--- src/design/olir_pkg.sv ---
// Shared types and constants for the ordered list insert/remove unit.
`default_nettype none

package olir_pkg;

  localparam int CAPACITY_DEFAULT = 32;
  localparam int VALUE_W          = 32;
  localparam int POS_W            = 5;
  localparam int REQ_W            = 2;
  localparam int QUEUE_DEPTH      = 2;

  // Request type codes as they arrive on req_type.
  localparam logic [REQ_W-1:0] REQ_PUSH_FRONT = 2'd0;
  localparam logic [REQ_W-1:0] REQ_PUSH_BACK  = 2'd1;
  localparam logic [REQ_W-1:0] REQ_REMOVE     = 2'd2;

  typedef enum logic [1:0] {
    OP_NONE,
    OP_PUSH_FRONT,
    OP_PUSH_BACK,
    OP_REMOVE
  } op_t;

  typedef enum logic [1:0] {
    ST_DONE  = 2'd0,
    ST_RANGE = 2'd1,
    ST_FULL  = 2'd2
  } status_t;

  typedef struct packed {
    op_t                       op;
    logic signed [VALUE_W-1:0] value;
    logic [POS_W-1:0]          position;
    status_t                   status;
  } cmd_t;

endpackage

`default_nettype wire

--- src/design/olir_ram.sv ---
// Generic single write port, single read port RAM with registered read data.
`default_nettype none

module olir_ram #(
  parameter int WIDTH = 32,
  parameter int DEPTH = 32
) (
  input  wire logic                     clk,
  input  wire logic                     we,
  input  wire logic [$clog2(DEPTH)-1:0] waddr,
  input  wire logic [WIDTH-1:0]         wdata,
  input  wire logic [$clog2(DEPTH)-1:0] raddr,
  output logic      [WIDTH-1:0]         rdata
);

  logic [WIDTH-1:0] mem [DEPTH];

  always_ff @(posedge clk) begin
    if (we) begin
      mem[waddr] <= wdata;
    end
    rdata <= mem[raddr];
  end

endmodule

`default_nettype wire

--- src/design/olir_front.sv ---
// Front end: accepts requests, classifies them against a shadow count and queues commands.
`default_nettype none

module olir_front #(
  parameter int CAPACITY = olir_pkg::CAPACITY_DEFAULT
) (
  input  wire logic                              clk,
  input  wire logic                              rst,
  input  wire logic                              start,
  input  wire logic                              q_full,
  input  wire logic [olir_pkg::REQ_W-1:0]        req_type,
  input  wire logic signed [olir_pkg::VALUE_W-1:0] value,
  input  wire logic [olir_pkg::POS_W-1:0]        position,
  output logic                                   busy,
  output logic                                   push,
  output olir_pkg::cmd_t                         cmd
);

  localparam int CW = $clog2(CAPACITY + 1);

  // Count as it will be once every queued command has been carried out.
  logic [CW-1:0] count;
  logic [CW-1:0] count_next;

  assign busy = q_full;
  assign push = start && !q_full;

  always_comb begin
    cmd.value    = value;
    cmd.position = position;
    cmd.op       = olir_pkg::OP_NONE;
    cmd.status   = olir_pkg::ST_DONE;
    count_next   = count;
    case (req_type)
      olir_pkg::REQ_PUSH_FRONT, olir_pkg::REQ_PUSH_BACK: begin
        if (32'(count) >= CAPACITY) begin
          cmd.status = olir_pkg::ST_FULL;
        end else begin
          cmd.op     = (req_type == olir_pkg::REQ_PUSH_FRONT) ?
                       olir_pkg::OP_PUSH_FRONT : olir_pkg::OP_PUSH_BACK;
          count_next = count + CW'(1);
        end
      end
      olir_pkg::REQ_REMOVE: begin
        if (32'(position) >= 32'(count)) begin
          cmd.status = olir_pkg::ST_RANGE;
        end else begin
          cmd.op     = olir_pkg::OP_REMOVE;
          count_next = count - CW'(1);
        end
      end
      default: begin
        cmd.op = olir_pkg::OP_NONE;
      end
    endcase
  end

  always_ff @(posedge clk) begin
    if (rst) begin
      count <= '0;
    end else if (push) begin
      count <= count_next;
    end
  end

endmodule

`default_nettype wire

--- src/design/olir_queue.sv ---
// Short command queue between the front end and the back end.
`default_nettype none

module olir_queue (
  input  wire logic           clk,
  input  wire logic           rst,
  input  wire logic           push,
  input  wire olir_pkg::cmd_t push_cmd,
  input  wire logic           pop,
  output olir_pkg::cmd_t      pop_cmd,
  output logic                full,
  output logic                empty
);

  localparam int DEPTH = olir_pkg::QUEUE_DEPTH;
  localparam int PW    = $clog2(DEPTH);
  localparam int OW    = $clog2(DEPTH + 1);

  olir_pkg::cmd_t slots [DEPTH];
  logic [PW-1:0]  wr_ptr;
  logic [PW-1:0]  rd_ptr;
  logic [OW-1:0]  fill;

  assign full    = (32'(fill) == DEPTH);
  assign empty   = (fill == '0);
  assign pop_cmd = slots[rd_ptr];

  // DEPTH is a power of two, so the pointers wrap on their own.
  always_ff @(posedge clk) begin
    if (push && !full) begin
      slots[wr_ptr] <= push_cmd;
    end
  end

  always_ff @(posedge clk) begin
    if (rst) begin
      wr_ptr <= '0;
      rd_ptr <= '0;
      fill   <= '0;
    end else begin
      if (push && !full) begin
        wr_ptr <= wr_ptr + PW'(1);
      end
      if (pop && !empty) begin
        rd_ptr <= rd_ptr + PW'(1);
      end
      case ({push && !full, pop && !empty})
        2'b10:   fill <= fill + OW'(1);
        2'b01:   fill <= fill - OW'(1);
        default: fill <= fill;
      endcase
    end
  end

endmodule

`default_nettype wire

--- src/design/olir_back.sv ---
// Back end: carries out queued commands on the circular store and reads the list out.
`default_nettype none

module olir_back #(
  parameter int CAPACITY = olir_pkg::CAPACITY_DEFAULT
) (
  input  wire logic                              clk,
  input  wire logic                              rst,
  input  wire logic                              q_empty,
  input  wire olir_pkg::cmd_t                    q_cmd,
  output logic                                   pop,
  output logic                                   result_valid,
  output logic signed [olir_pkg::VALUE_W-1:0]    entry,
  output logic                                   has_entry,
  output logic                                   last,
  output logic [1:0]                             status
);

  localparam int IW = $clog2(CAPACITY);
  localparam int CW = $clog2(CAPACITY + 1);

  typedef enum logic [1:0] {
    S_IDLE,
    S_EXEC,
    S_SHIFT,
    S_READ
  } state_t;

  state_t             state;
  olir_pkg::cmd_t     cmd;
  logic [IW-1:0]      head;
  logic [CW-1:0]      count;
  logic [CW-1:0]      rd_pos;
  logic [CW-1:0]      sh_pos;
  logic               sh_pend;
  logic [IW-1:0]      sh_waddr;
  olir_pkg::status_t  status_q;

  logic [IW-1:0]                head_dec;
  logic [CW-1:0]                rd_idx;
  logic [IW-1:0]                rd_addr;
  logic [IW-1:0]                tail_addr;
  logic [IW-1:0]                sh_prev_addr;
  logic                         ram_we;
  logic [IW-1:0]                ram_waddr;
  logic [olir_pkg::VALUE_W-1:0] ram_wdata;
  logic [olir_pkg::VALUE_W-1:0] ram_rdata;
  logic                         read_last;

  // Logical position to store address; head plus index stays below twice the capacity.
  function automatic logic [IW-1:0] phys(input logic [IW-1:0] base, input logic [CW-1:0] idx);
    logic [CW:0] sum;
    sum = (CW+1)'(base) + (CW+1)'(idx);
    if (32'(sum) >= CAPACITY) begin
      sum = sum - (CW+1)'(CAPACITY);
    end
    return sum[IW-1:0];
  endfunction

  assign head_dec     = (head == '0) ? IW'(CAPACITY - 1) : head - IW'(1);
  assign rd_idx       = (state == S_SHIFT) ? sh_pos : rd_pos;
  assign rd_addr      = phys(head, rd_idx);
  assign tail_addr    = phys(head, count);
  assign sh_prev_addr = phys(head, sh_pos - CW'(1));
  assign read_last    = (count == '0) || ((rd_pos + CW'(1)) == count);
  assign pop          = (state == S_IDLE) && !q_empty;

  always_comb begin
    ram_we    = 1'b0;
    ram_waddr = sh_waddr;
    ram_wdata = ram_rdata;
    if (sh_pend) begin
      ram_we = 1'b1;
    end else if (state == S_EXEC) begin
      ram_wdata = cmd.value;
      case (cmd.op)
        olir_pkg::OP_PUSH_FRONT: begin
          ram_we    = 1'b1;
          ram_waddr = head_dec;
        end
        olir_pkg::OP_PUSH_BACK: begin
          ram_we    = 1'b1;
          ram_waddr = tail_addr;
        end
        default: begin
          ram_we = 1'b0;
        end
      endcase
    end
  end

  olir_ram #(
    .WIDTH (olir_pkg::VALUE_W),
    .DEPTH (CAPACITY)
  ) u_store (
    .clk   (clk),
    .we    (ram_we),
    .waddr (ram_waddr),
    .wdata (ram_wdata),
    .raddr (rd_addr),
    .rdata (ram_rdata)
  );

  assign entry  = has_entry ? $signed(ram_rdata) : '0;
  assign status = status_q;

  always_ff @(posedge clk) begin
    if (rst) begin
      state        <= S_IDLE;
      head         <= '0;
      count        <= '0;
      rd_pos       <= '0;
      sh_pos       <= '0;
      sh_pend      <= 1'b0;
      result_valid <= 1'b0;
      has_entry    <= 1'b0;
      last         <= 1'b0;
      status_q     <= olir_pkg::ST_DONE;
    end else begin
      case (state)
        S_IDLE: begin
          result_valid <= 1'b0;
          sh_pend      <= 1'b0;
          if (!q_empty) begin
            cmd   <= q_cmd;
            state <= S_EXEC;
          end
        end
        S_EXEC: begin
          result_valid <= 1'b0;
          sh_pend      <= 1'b0;
          rd_pos       <= '0;
          status_q     <= cmd.status;
          state        <= (cmd.op == olir_pkg::OP_REMOVE) ? S_SHIFT : S_READ;
          case (cmd.op)
            olir_pkg::OP_PUSH_FRONT: begin
              head  <= head_dec;
              count <= count + CW'(1);
            end
            olir_pkg::OP_PUSH_BACK: begin
              count <= count + CW'(1);
            end
            olir_pkg::OP_REMOVE: begin
              sh_pos <= CW'(cmd.position) + CW'(1);
            end
            default: begin
              count <= count;
            end
          endcase
        end
        S_SHIFT: begin
          result_valid <= 1'b0;
          // Each entry behind the removed one is read here and written one place down from the registered read data.
          if (sh_pos < count) begin
            sh_pend  <= 1'b1;
            sh_waddr <= sh_prev_addr;
            sh_pos   <= sh_pos + CW'(1);
          end else begin
            sh_pend <= 1'b0;
            count   <= count - CW'(1);
            state   <= S_READ;
          end
        end
        S_READ: begin
          sh_pend      <= 1'b0;
          result_valid <= 1'b1;
          has_entry    <= (count != '0);
          last         <= read_last;
          rd_pos       <= rd_pos + CW'(1);
          if (read_last) begin
            state <= S_IDLE;
          end
        end
        default: begin
          result_valid <= 1'b0;
          sh_pend      <= 1'b0;
          state        <= S_IDLE;
        end
      endcase
    end
  end

endmodule

`default_nettype wire

--- src/design/ordered_list_insert_remove_unit.sv ---
// Top level of the ordered list insert/remove unit: front end, command queue and back end.
//
//   Channel  | Handshake                  | Beat contents
//   ---------+----------------------------+------------------------------------------
//   request  | start, busy (in when !busy)| req_type, value, position
//   result   | result_valid, one cycle    | entry, has_entry, last, status
//
// A request holds the back end while it is taken off the queue, while it is carried out
// and while the store is read once per entry of the list after it (once for an empty
// list). A removal also passes through a shift state that moves each entry behind the
// removed one down one place. Each result beat is registered behind its read, so the
// last beat overlaps the next request's start. The store has a single read port.
// Reset clears the count, head and queue; store contents need no clearing.
// busy rises while the two-entry command queue is full. Results cannot be stalled.
`default_nettype none

module ordered_list_insert_remove_unit #(
  parameter int CAPACITY = olir_pkg::CAPACITY_DEFAULT
) (
  input  wire logic                                clk,
  input  wire logic                                rst,
  input  wire logic                                start,
  output logic                                     busy,
  input  wire logic [olir_pkg::REQ_W-1:0]          req_type,
  input  wire logic signed [olir_pkg::VALUE_W-1:0] value,
  input  wire logic [olir_pkg::POS_W-1:0]          position,
  output logic                                     result_valid,
  output logic signed [olir_pkg::VALUE_W-1:0]      entry,
  output logic                                     has_entry,
  output logic                                     last,
  output logic [1:0]                               status
);

  logic           push;
  logic           pop;
  logic           q_full;
  logic           q_empty;
  olir_pkg::cmd_t push_cmd;
  olir_pkg::cmd_t pop_cmd;

  olir_front #(
    .CAPACITY (CAPACITY)
  ) u_front (
    .clk      (clk),
    .rst      (rst),
    .start    (start),
    .q_full   (q_full),
    .req_type (req_type),
    .value    (value),
    .position (position),
    .busy     (busy),
    .push     (push),
    .cmd      (push_cmd)
  );

  olir_queue u_queue (
    .clk      (clk),
    .rst      (rst),
    .push     (push),
    .push_cmd (push_cmd),
    .pop      (pop),
    .pop_cmd  (pop_cmd),
    .full     (q_full),
    .empty    (q_empty)
  );

  olir_back #(
    .CAPACITY (CAPACITY)
  ) u_back (
    .clk          (clk),
    .rst          (rst),
    .q_empty      (q_empty),
    .q_cmd        (pop_cmd),
    .pop          (pop),
    .result_valid (result_valid),
    .entry        (entry),
    .has_entry    (has_entry),
    .last         (last),
    .status       (status)
  );

endmodule

`default_nettype wire
--- config.mk ---
export PLATFORM = sky130hd
export DESIGN_NAME = ordered_list_insert_remove_unit
export DESIGN_NICKNAME = d
export VERILOG_FILES = /design/src/design/olir_pkg.sv /design/src/design/olir_ram.sv /design/src/design/olir_front.sv /design/src/design/olir_queue.sv /design/src/design/olir_back.sv /design/src/design/ordered_list_insert_remove_unit.sv
export SDC_FILE = /design/constraint.sdc
export NUM_CORES = 1
export LEC_CHECK = 0
export BUFFER_PORTS_ARGS = -buffer_cell sky130_fd_sc_hd__buf_2
export CAP_MARGIN = 20
export CORE_MARGIN = 5
export CORE_UTILIZATION = 62
export DETAILED_ROUTE_END_ITERATION = 16
export PLACE_DENSITY = 0.79
export SLEW_MARGIN = 20
export SYNTH_ARGS = -nofsm -noshare
export SYNTH_HDL_FRONTEND = slang
export SYNTH_SLANG_ARGS = --single-unit
--- constraint.sdc ---
create_clock -name clk -period 6.36 [get_ports clk]
set_input_delay 1.908 -clock clk [delete_from_list [all_inputs] [get_ports clk]]
set_output_delay 1.908 -clock clk [all_outputs]
set_load 0.01 [all_outputs]
**After elaboration in Yosys (flattened, before gate mapping)**

Memories as Yosys holds them, arrays and structs flattened. A register that Yosys moved wholly into a read port is not among the register bits.
Cells that the tools add are included.

- Muxes and demuxes: 44
- Reductions and logical operators: 28
- Add/subtract/negate cells: 19
- Bitwise logic cells: 2
- Magnitude comparators: 6
- Equal/unequal tests: 20

Operators by type and width:

| kind | number |
|---|---|
| $mux 32 | 3 |
| $pmux 6 s2 | 4 |
| $mux 6 | 7 |
| $mux 5 | 6 |
| $add 6x1->6 const B | 4 |
| $add 5x6->7 | 3 |
| $ge 7x6->1 const B | 3 |
| $sub 5x1->5 const B | 4 |
| $sub 6x1->6 const B | 3 |
| $reduce_and 3->1 | 5 |
| $eq 2x2->1 const B | 7 |
| $mux 2 | 7 |
| $ne 2x2->1 const B | 7 |
| $pmux 2 s2 | 3 |
| $mux 1 | 10 |
| $pmux 5 s2 | 1 |
| $eq 2x1->1 const B | 4 |
| $pmux 2 s4 | 1 |
| $reduce_bool 2->1 | 4 |
| $add 5x1->6 const B | 1 |
| $eq 6x6->1 | 1 |
| $ge 5x6->1 | 1 |
| $ge 6x6->1 const B | 1 |
| $logic_not 2->1 | 3 |
| 17 further kinds | 26 |

- RAM bits: 1106
- Flip-flop bits (word level): 46
- Output and inout bits: 38
- Memories kept: 2
- Input port bits: 42

Memories:

| name | words | bits a word | read ports | clocked after memory_dff | wr ports | line | RTL |
|---|---|---|---|---|---|---|---|
| u_back.u_store.mem | 32 | 32 | 1 | 1 | 1 | olir_ram.sv:16 | `logic [WIDTH-1:0] mem [DEPTH];` |
| u_queue.slots | 2 | 41 | 1 | 1 | 1 | olir_queue.sv:19 | `olir_pkg::cmd_t slots [DEPTH];` |

**Depth between registers and ports, before layout**

- Depth in word-level cells: 7
- Mapped depth: 16

**Hierarchy**

A second synthesis with hierarchy kept.

- Cells, all modules: 3041
- Area, all modules: 49366.1 µm²

Modules (own cells, without submodules):

| module | seq. area each (µm²) | instances | cells each | area each (µm²) |
|---|---|---|---|---|
| olir_ram | 31390.1 | 1 | 2260 | 40492.6 |
| olir_back | 2001.9 | 1 | 520 | 4790.8 |
| olir_queue | 2562.5 | 1 | 154 | 3171.8 |
| olir_front | 120.1 | 1 | 107 | 910.9 |

**Worst setup path after synthesis**

Ideal clock, no wire load.

- Path type: register to register
- Start: register u_back.head[0]
- End: memory u_back.u_store.mem[24][0] (enable)
- Cell stages (with the launch flop): 10
- Setup slack: 1.515 ns
- Clock period less this slack: 4.845 ns
- Arrival time: 4.384 ns
- Buffers on the path: 0
- Cells stage by stage: dfxtp_1 ha_1 inv_1 fa_1 nor2b_1 o21ai_0 a211o_1 a41oi_1 nand2_1 nor3_1

- Longest elaborated chain between the ends: 6
- Elaborated cells between the ends (all ways): 10

RTL lines:

| item | line | RTL |
|---|---|---|
| from (decl) | olir_back.sv:31 | `logic [IW-1:0] head;` |
| from (signal assigned) | olir_back.sv:110 | `head <= '0;` |
| from (signal assigned) | olir_back.sv:137 | `head <= head_dec;` |
| $add 5x6->7 | olir_back.sv:53 | `sum = (CW+1)'(base) + (CW+1)'(idx);` |
| $ge 7x6->1 / $sub 5x1->5 (equally long branches) | olir_back.sv:54, olir_back.sv:55 |  |
| $mux 5 | olir_back.sv:54 | `if (32'(sum) >= CAPACITY) begin` |
| $pmux 5 s2 (*) | olir_back.sv:76 | `case (cmd.op)` |
| $mux 5 (*) | olir_back.sv:74 | `end else if (state == S_EXEC) begin` |
| $mux 5 (*) | olir_back.sv:72 | `if (sh_pend) begin` |
| to (decl) | olir_ram.sv:16 |  |

Every way passes the cells marked *; elsewhere a longest branch is shown, timed or not.

**Worst setup path after layout**

- Start: register u_back.state[1]
- End: memory u_back.u_store.mem[21][10] (enable)

- Longest elaborated chain between the ends: 5
- Elaborated cells between the ends (all ways): 7

RTL lines:

| item | line | RTL |
|---|---|---|
| from (decl) | olir_back.sv:29 | `state_t state;` |
| from (signal assigned) | olir_back.sv:134 | `state <= (cmd.op == olir_pkg::OP_REMOVE) ? S_SHIFT : S_READ;` |
| $eq 2x1->1 (*) | olir_back.sv:74 |  |
| $mux 1 | olir_back.sv:74 |  |
| $mux 1 | olir_back.sv:72 |  |
| $mux 1 | olir_ram.sv:19 | `if (we) begin` |
| $mux 1 (implied by the code) | olir_ram.sv:20 | `mem[waddr] <= wdata;` |

Marks and branches as above.

==> results.md <==
STA:
- For the pin with the worst max-slew slack, the measured transition is 1.11 ns.
- The clock arrives with 0.0397 ns of skew.
- In this run the tightest slew margin relative to its limit is 25.6%.
- For the final routed database, the setup TNS stands at 0 ns.
- The worst path uses 76.1% of the clock period.
- The total count of max-transition violations in the final report is 0.
- For this run, the top clock speed supported by timing is 207 MHz.
- The final count of negative-setup-slack endpoints is 0.
- The worst path needs 4.84 ns of the cycle, external delays included.
- The hold violation total from the final report came to 0.
- Setup repair after global routing left no endpoint under its margin.

Yosys:
- The cell with the most instances after synthesis is sky130_fd_sc_hd__edfxtp_1.
- Ranked by instance count, the synthesized netlist is headed by 1152 x sky130_fd_sc_hd__edfxtp_1, 311 x sky130_fd_sc_hd__mux4_2, 110 x sky130_fd_sc_hd__mux2_2.
- Sequential elements use 75.1% of the synthesized area.
- After synthesis the cells add up to 48000 µm².
- Counting distinct cell types in the post-synthesis netlist gives 56.
- In the synthesized netlist the dominant register cell turns out to be sky130_fd_sc_hd__edfxtp_1.
- The Yosys step of the flow raised 0 warnings.
- When the netlist entered floorplanning its net count stood at 2296.
- The dominant cell type by area after synthesis is sky130_fd_sc_hd__edfxtp_1.
- The cell count after synthesis came out at 2207.
- Counting flops with an async set or reset pin after synthesis yields a share of 0%.
- In the post-synthesis netlist, the biggest area contributors are sky130_fd_sc_hd__edfxtp_1 72%, sky130_fd_sc_hd__mux4_2 15%, sky130_fd_sc_hd__dfxtp_1 3.0%.
- The share of the synthesized area in the top cell type is 72.1%.
- Synthesis inferred 1225 register bits.
- The number of enable flip-flop cells after synthesis is 1152.
- A synthesized cell averages 21.8 µm².

Clocking:
- The count of hold buffers inserted by post-cts repair is 0.
- The total clock buffers created by CTS is 116.
- After clock tree synthesis, the setup repair step added 0 buffers.
- The tree is rooted in a sky130_fd_sc_hd__clkbuf_16.
- Clock-pin slew was measured on the worst setup and hold paths at 0.06 ns.
- The TritonCTS clock tree is yes.
- The clock latency of the later-clocked register in the worst-skew pair is 0.69 ns.
- The maximum count of clock buffers along a single path is 3.
- The tree built by TritonCTS fans out to 1225 sinks.
- The clock tree synthesis step divided the H-tree into 3 levels.
- The number of gates resized after CTS was 0.

Worst setup path:
- In this run the register-to-register setup slack is 1.52 ns.
- STA classifies the critical path endpoint as a flop.
- The highest net fanout along the worst path is 33.
- Counting cells, the worst reg-to-reg path comes to 10.
- The kind of critical path is reg -> reg.
- The worst register-to-register path ends at u_back.u_store.mem[21][10]$_DFFE_PP_.
- The worst setup path is launched from a flop.
- The worst reg2reg path startpoint is u_back.state[1]$_SDFFE_PP0P_.
- The data arrival time of the critical path is 5.14 ns.
- The critical path data required time is 6.65 ns.

Routing:
- The ratio of routed vias to standard cells is 6.79.
- The first routing iteration left 3427 violations.
- The detailed-route wire length per cell is 33.5 µm.
- The residual DRC count is 0.
- The sum of routed wire length over all layers is 118 mm.
- The detail route stage leaves a number of antenna-violating nets equal to 0.
- The first-pass iteration count of the detailed router is 5.
- The via total after detailed routing is 23892.

Worst hold path:
- Counting instances, the worst hold path has a depth of 2.
- The terminating pin of the worst hold path is u_front.count[1]$_SDFFE_PP0P_.
- The start point of the worst hold path is u_front.count[1]$_SDFFE_PP0P_.
- In this run the worst hold path is classified as reg -> reg.

Placement:
- Detailed placement ended at an HPWL of 61.4 mm.
- The congestion estimate from routability-driven global placement came to 0.818.
- During placement, the flow inserted port buffers numbering 79.
- The cell area after placement is 50200 µm².

Floorplanning:
- In this run the count of I/O pins placed on the die edge is 80.
- The die covers 83100 µm².
- The effective utilization at floorplan is 62.3%.
- The y dimension of the die is 288 µm.
- Measured along the x axis, the die boundary spans 288 µm.
- The area of the core is 77100 µm².
- The number of rows in the core area is 102.

Pwr:
- The portion of total power attributed to the clock network is 30.6%.
- The static leakage power is 17.6 nW.
- The cell-internal power is 16.6 mW.
- The sequential fraction of design power is 48.5%.
- The analysis attributes to net switching a power of 6.28 mW.
- For this design the ratio of total power to cell area is 423 nW/µm².
- The maximum vdd ir drop is 0.000285 V.
- The switching share of power is 27.4%.
- The combinational fraction of design power is 21.0%.

Layout:
- The finished cells cover 54100 µm².
- The final layout contains 2468 nets.
- The repair_antennas step left the layout with diodes totalling 0.
- Compared with the post-synthesis result, the final layout area differs by 12.7%.
- The share of cells above drive strength 1 is 32.5%.

GRT:
- The number of antenna violations at the first check in global routing was 2.
- Entering global routing, the biggest net connects 77 pins.
- The global-route wire length before repair is 169 mm.
- The total routing resource utilization after global routing is 28.7%.
- Global routing finished with a remaining overflow of 0.
- The number of global-route vias before repair is 24265.

Status:
- The flow ran to the end, and the final reports show no timing, DRC or antenna violations.

Job:
- The max-cap check violation count is 0.
## worst max-delay path by stage
stage,startpoint,end,depth (start not counted)
after detailed placement,u_back.state[1]$_SDFFE_PP0P_,u_back.u_store.mem[20][3]$_DFFE_PP_,10
after floorplan,u_back.head[0]$_SDFFE_PP0P_,u_back.u_store.mem[24][0]$_DFFE_PP_,9
after global routing,u_back.state[1]$_SDFFE_PP0P_,u_back.u_store.mem[21][12]$_DFFE_PP_,10
final,u_back.state[1]$_SDFFE_PP0P_,u_back.u_store.mem[21][10]$_DFFE_PP_,10
after CTS,u_back.state[1]$_SDFFE_PP0P_,u_back.u_store.mem[21][12]$_DFFE_PP_,10
after global placement,u_back.state[0]$_SDFFE_PP0P_,u_back.u_store.rdata[20]$_DFF_P_,10
## layout by cell type (no fill, tap or decap), types with 12 or more instances in the layout
| cell type | instances |
|---|---|
| sky130_fd_sc_hd__clkbuf_16 | 119 |
| sky130_fd_sc_hd__clkbuf_1 | 23 |
| sky130_fd_sc_hd__clkinv_1 | 18 |
| sky130_fd_sc_hd__a21o_1 | 12 |
| sky130_fd_sc_hd__bufinv_16 | 12 |
| sky130_fd_sc_hd__mux2i_1 | 14 |
| sky130_fd_sc_hd__mux4_2 | 311 |
| sky130_fd_sc_hd__mux2_2 | 110 |
| sky130_fd_sc_hd__nand2_1 | 31 |
| sky130_fd_sc_hd__and2_1 | 36 |
| sky130_fd_sc_hd__dfxtp_1 | 71 |
| sky130_fd_sc_hd__xnor2_1 | 26 |
| sky130_fd_sc_hd__nor2_1 | 45 |
| sky130_fd_sc_hd__inv_1 | 43 |
| sky130_fd_sc_hd__a21oi_1 | 20 |
| sky130_fd_sc_hd__xor2_1 | 13 |
| sky130_fd_sc_hd__buf_4 | 63 |
| sky130_fd_sc_hd__o21ai_0 | 19 |
| sky130_fd_sc_hd__nor2_4 | 19 |
| sky130_fd_sc_hd__edfxtp_1 | 1152 |
| sky130_fd_sc_hd__clkinv_2 | 28 |
| sky130_fd_sc_hd__ha_1 | 41 |
| sky130_fd_sc_hd__buf_2 | 79 |
## sequential cells by signal (all words and copies together) (netlist names), 6 cells and up
name and flops:
u_front.count 6, u_queue.slots 82, u_back.count 6, u_back.cmd 41
u_back.u_store.mem 1024, u_back.u_store.rdata 32, u_back.sh_pos 6, u_back.rd_pos 6
## worst max-delay path, stage by stage, from the launching register on
cell and delay (ns):
sky130_fd_sc_hd__dfxtp_1 0.35, sky130_fd_sc_hd__inv_1 0.10, sky130_fd_sc_hd__ha_1 0.55, sky130_fd_sc_hd__nor2b_4 0.27, sky130_fd_sc_hd__buf_4 0.71, sky130_fd_sc_hd__nand2b_1 0.14
sky130_fd_sc_hd__or2_2 0.34, sky130_fd_sc_hd__o22ai_1 0.35, sky130_fd_sc_hd__nand2_1 0.30, sky130_fd_sc_hd__nor2_4 0.72, sky130_fd_sc_hd__buf_4 0.59
## cell families after synthesis
kind of cell             after synthesis  share of synthesized area [%]
AND/OR/NAND/NOR                      206                           2.15
adder cells (fa/ha/maj)               47                           1.30
flip-flops                          1225                           75.1
multiplexers                         444                           18.0
AO/OA/AOI/OAI                         97                           1.33
buffers and inverters                145                           1.31
XOR/XNOR                              43                          0.839
## power by group through the flow
stage / clock, mW / combinational [mW] / sequential, mW
after floorplan: 0 / 3.36 / 11.1
after global placement: 0 / 4.45 / 11.2
after detailed placement: 0 / 4.69 / 11.2
after CTS: 7.06 / 4.76 / 11.1
after global routing: 7.41 / 5.13 / 11.1
final: 6.99 / 4.80 / 11.1
## layout make-up
cell class                 count  area (µm²)
clock buffer                 149        3160
sequential                  1225       36100
inverter                      44         165
clock inverter                70         706
tap                         1040        1300
timing repair buffer         155        1140
fill                        4473       23000
multi-input combinational    837       11600
## per-stage QoR
stage / cells / util, % / total power, mW / hold slack [ns] / worst slack, ns
after floorplan: 2207 / - / 14.4 / 0.454 / 1.52
after global placement: 3299 / 65.1 / 15.7 / 0.464 / 1.79
after detailed placement: 3299 / 65.1 / 15.9 / 0.479 / 1.65
after CTS: 3518 / 70.1 / 22.9 / 0.489 / 1.57
after global routing: 3520 / 70.2 / 23.7 / 0.505 / 1.39
final: 3520 / 70.2 / 22.9 / 0.488 / 1.52
## per-layer routing
layer | GRT usage, % | vias up | part of all wire [%]
li1 | - | 9474 | -
met4 | 7.49 | 0 | 2.9
met5 | 0 | - | 0
met1 | 39.3 | 12463 | 35
met2 | 48.7 | 1706 | 51
met3 | 5.42 | 249 | 11
Power figures use the tool's default switching activity.
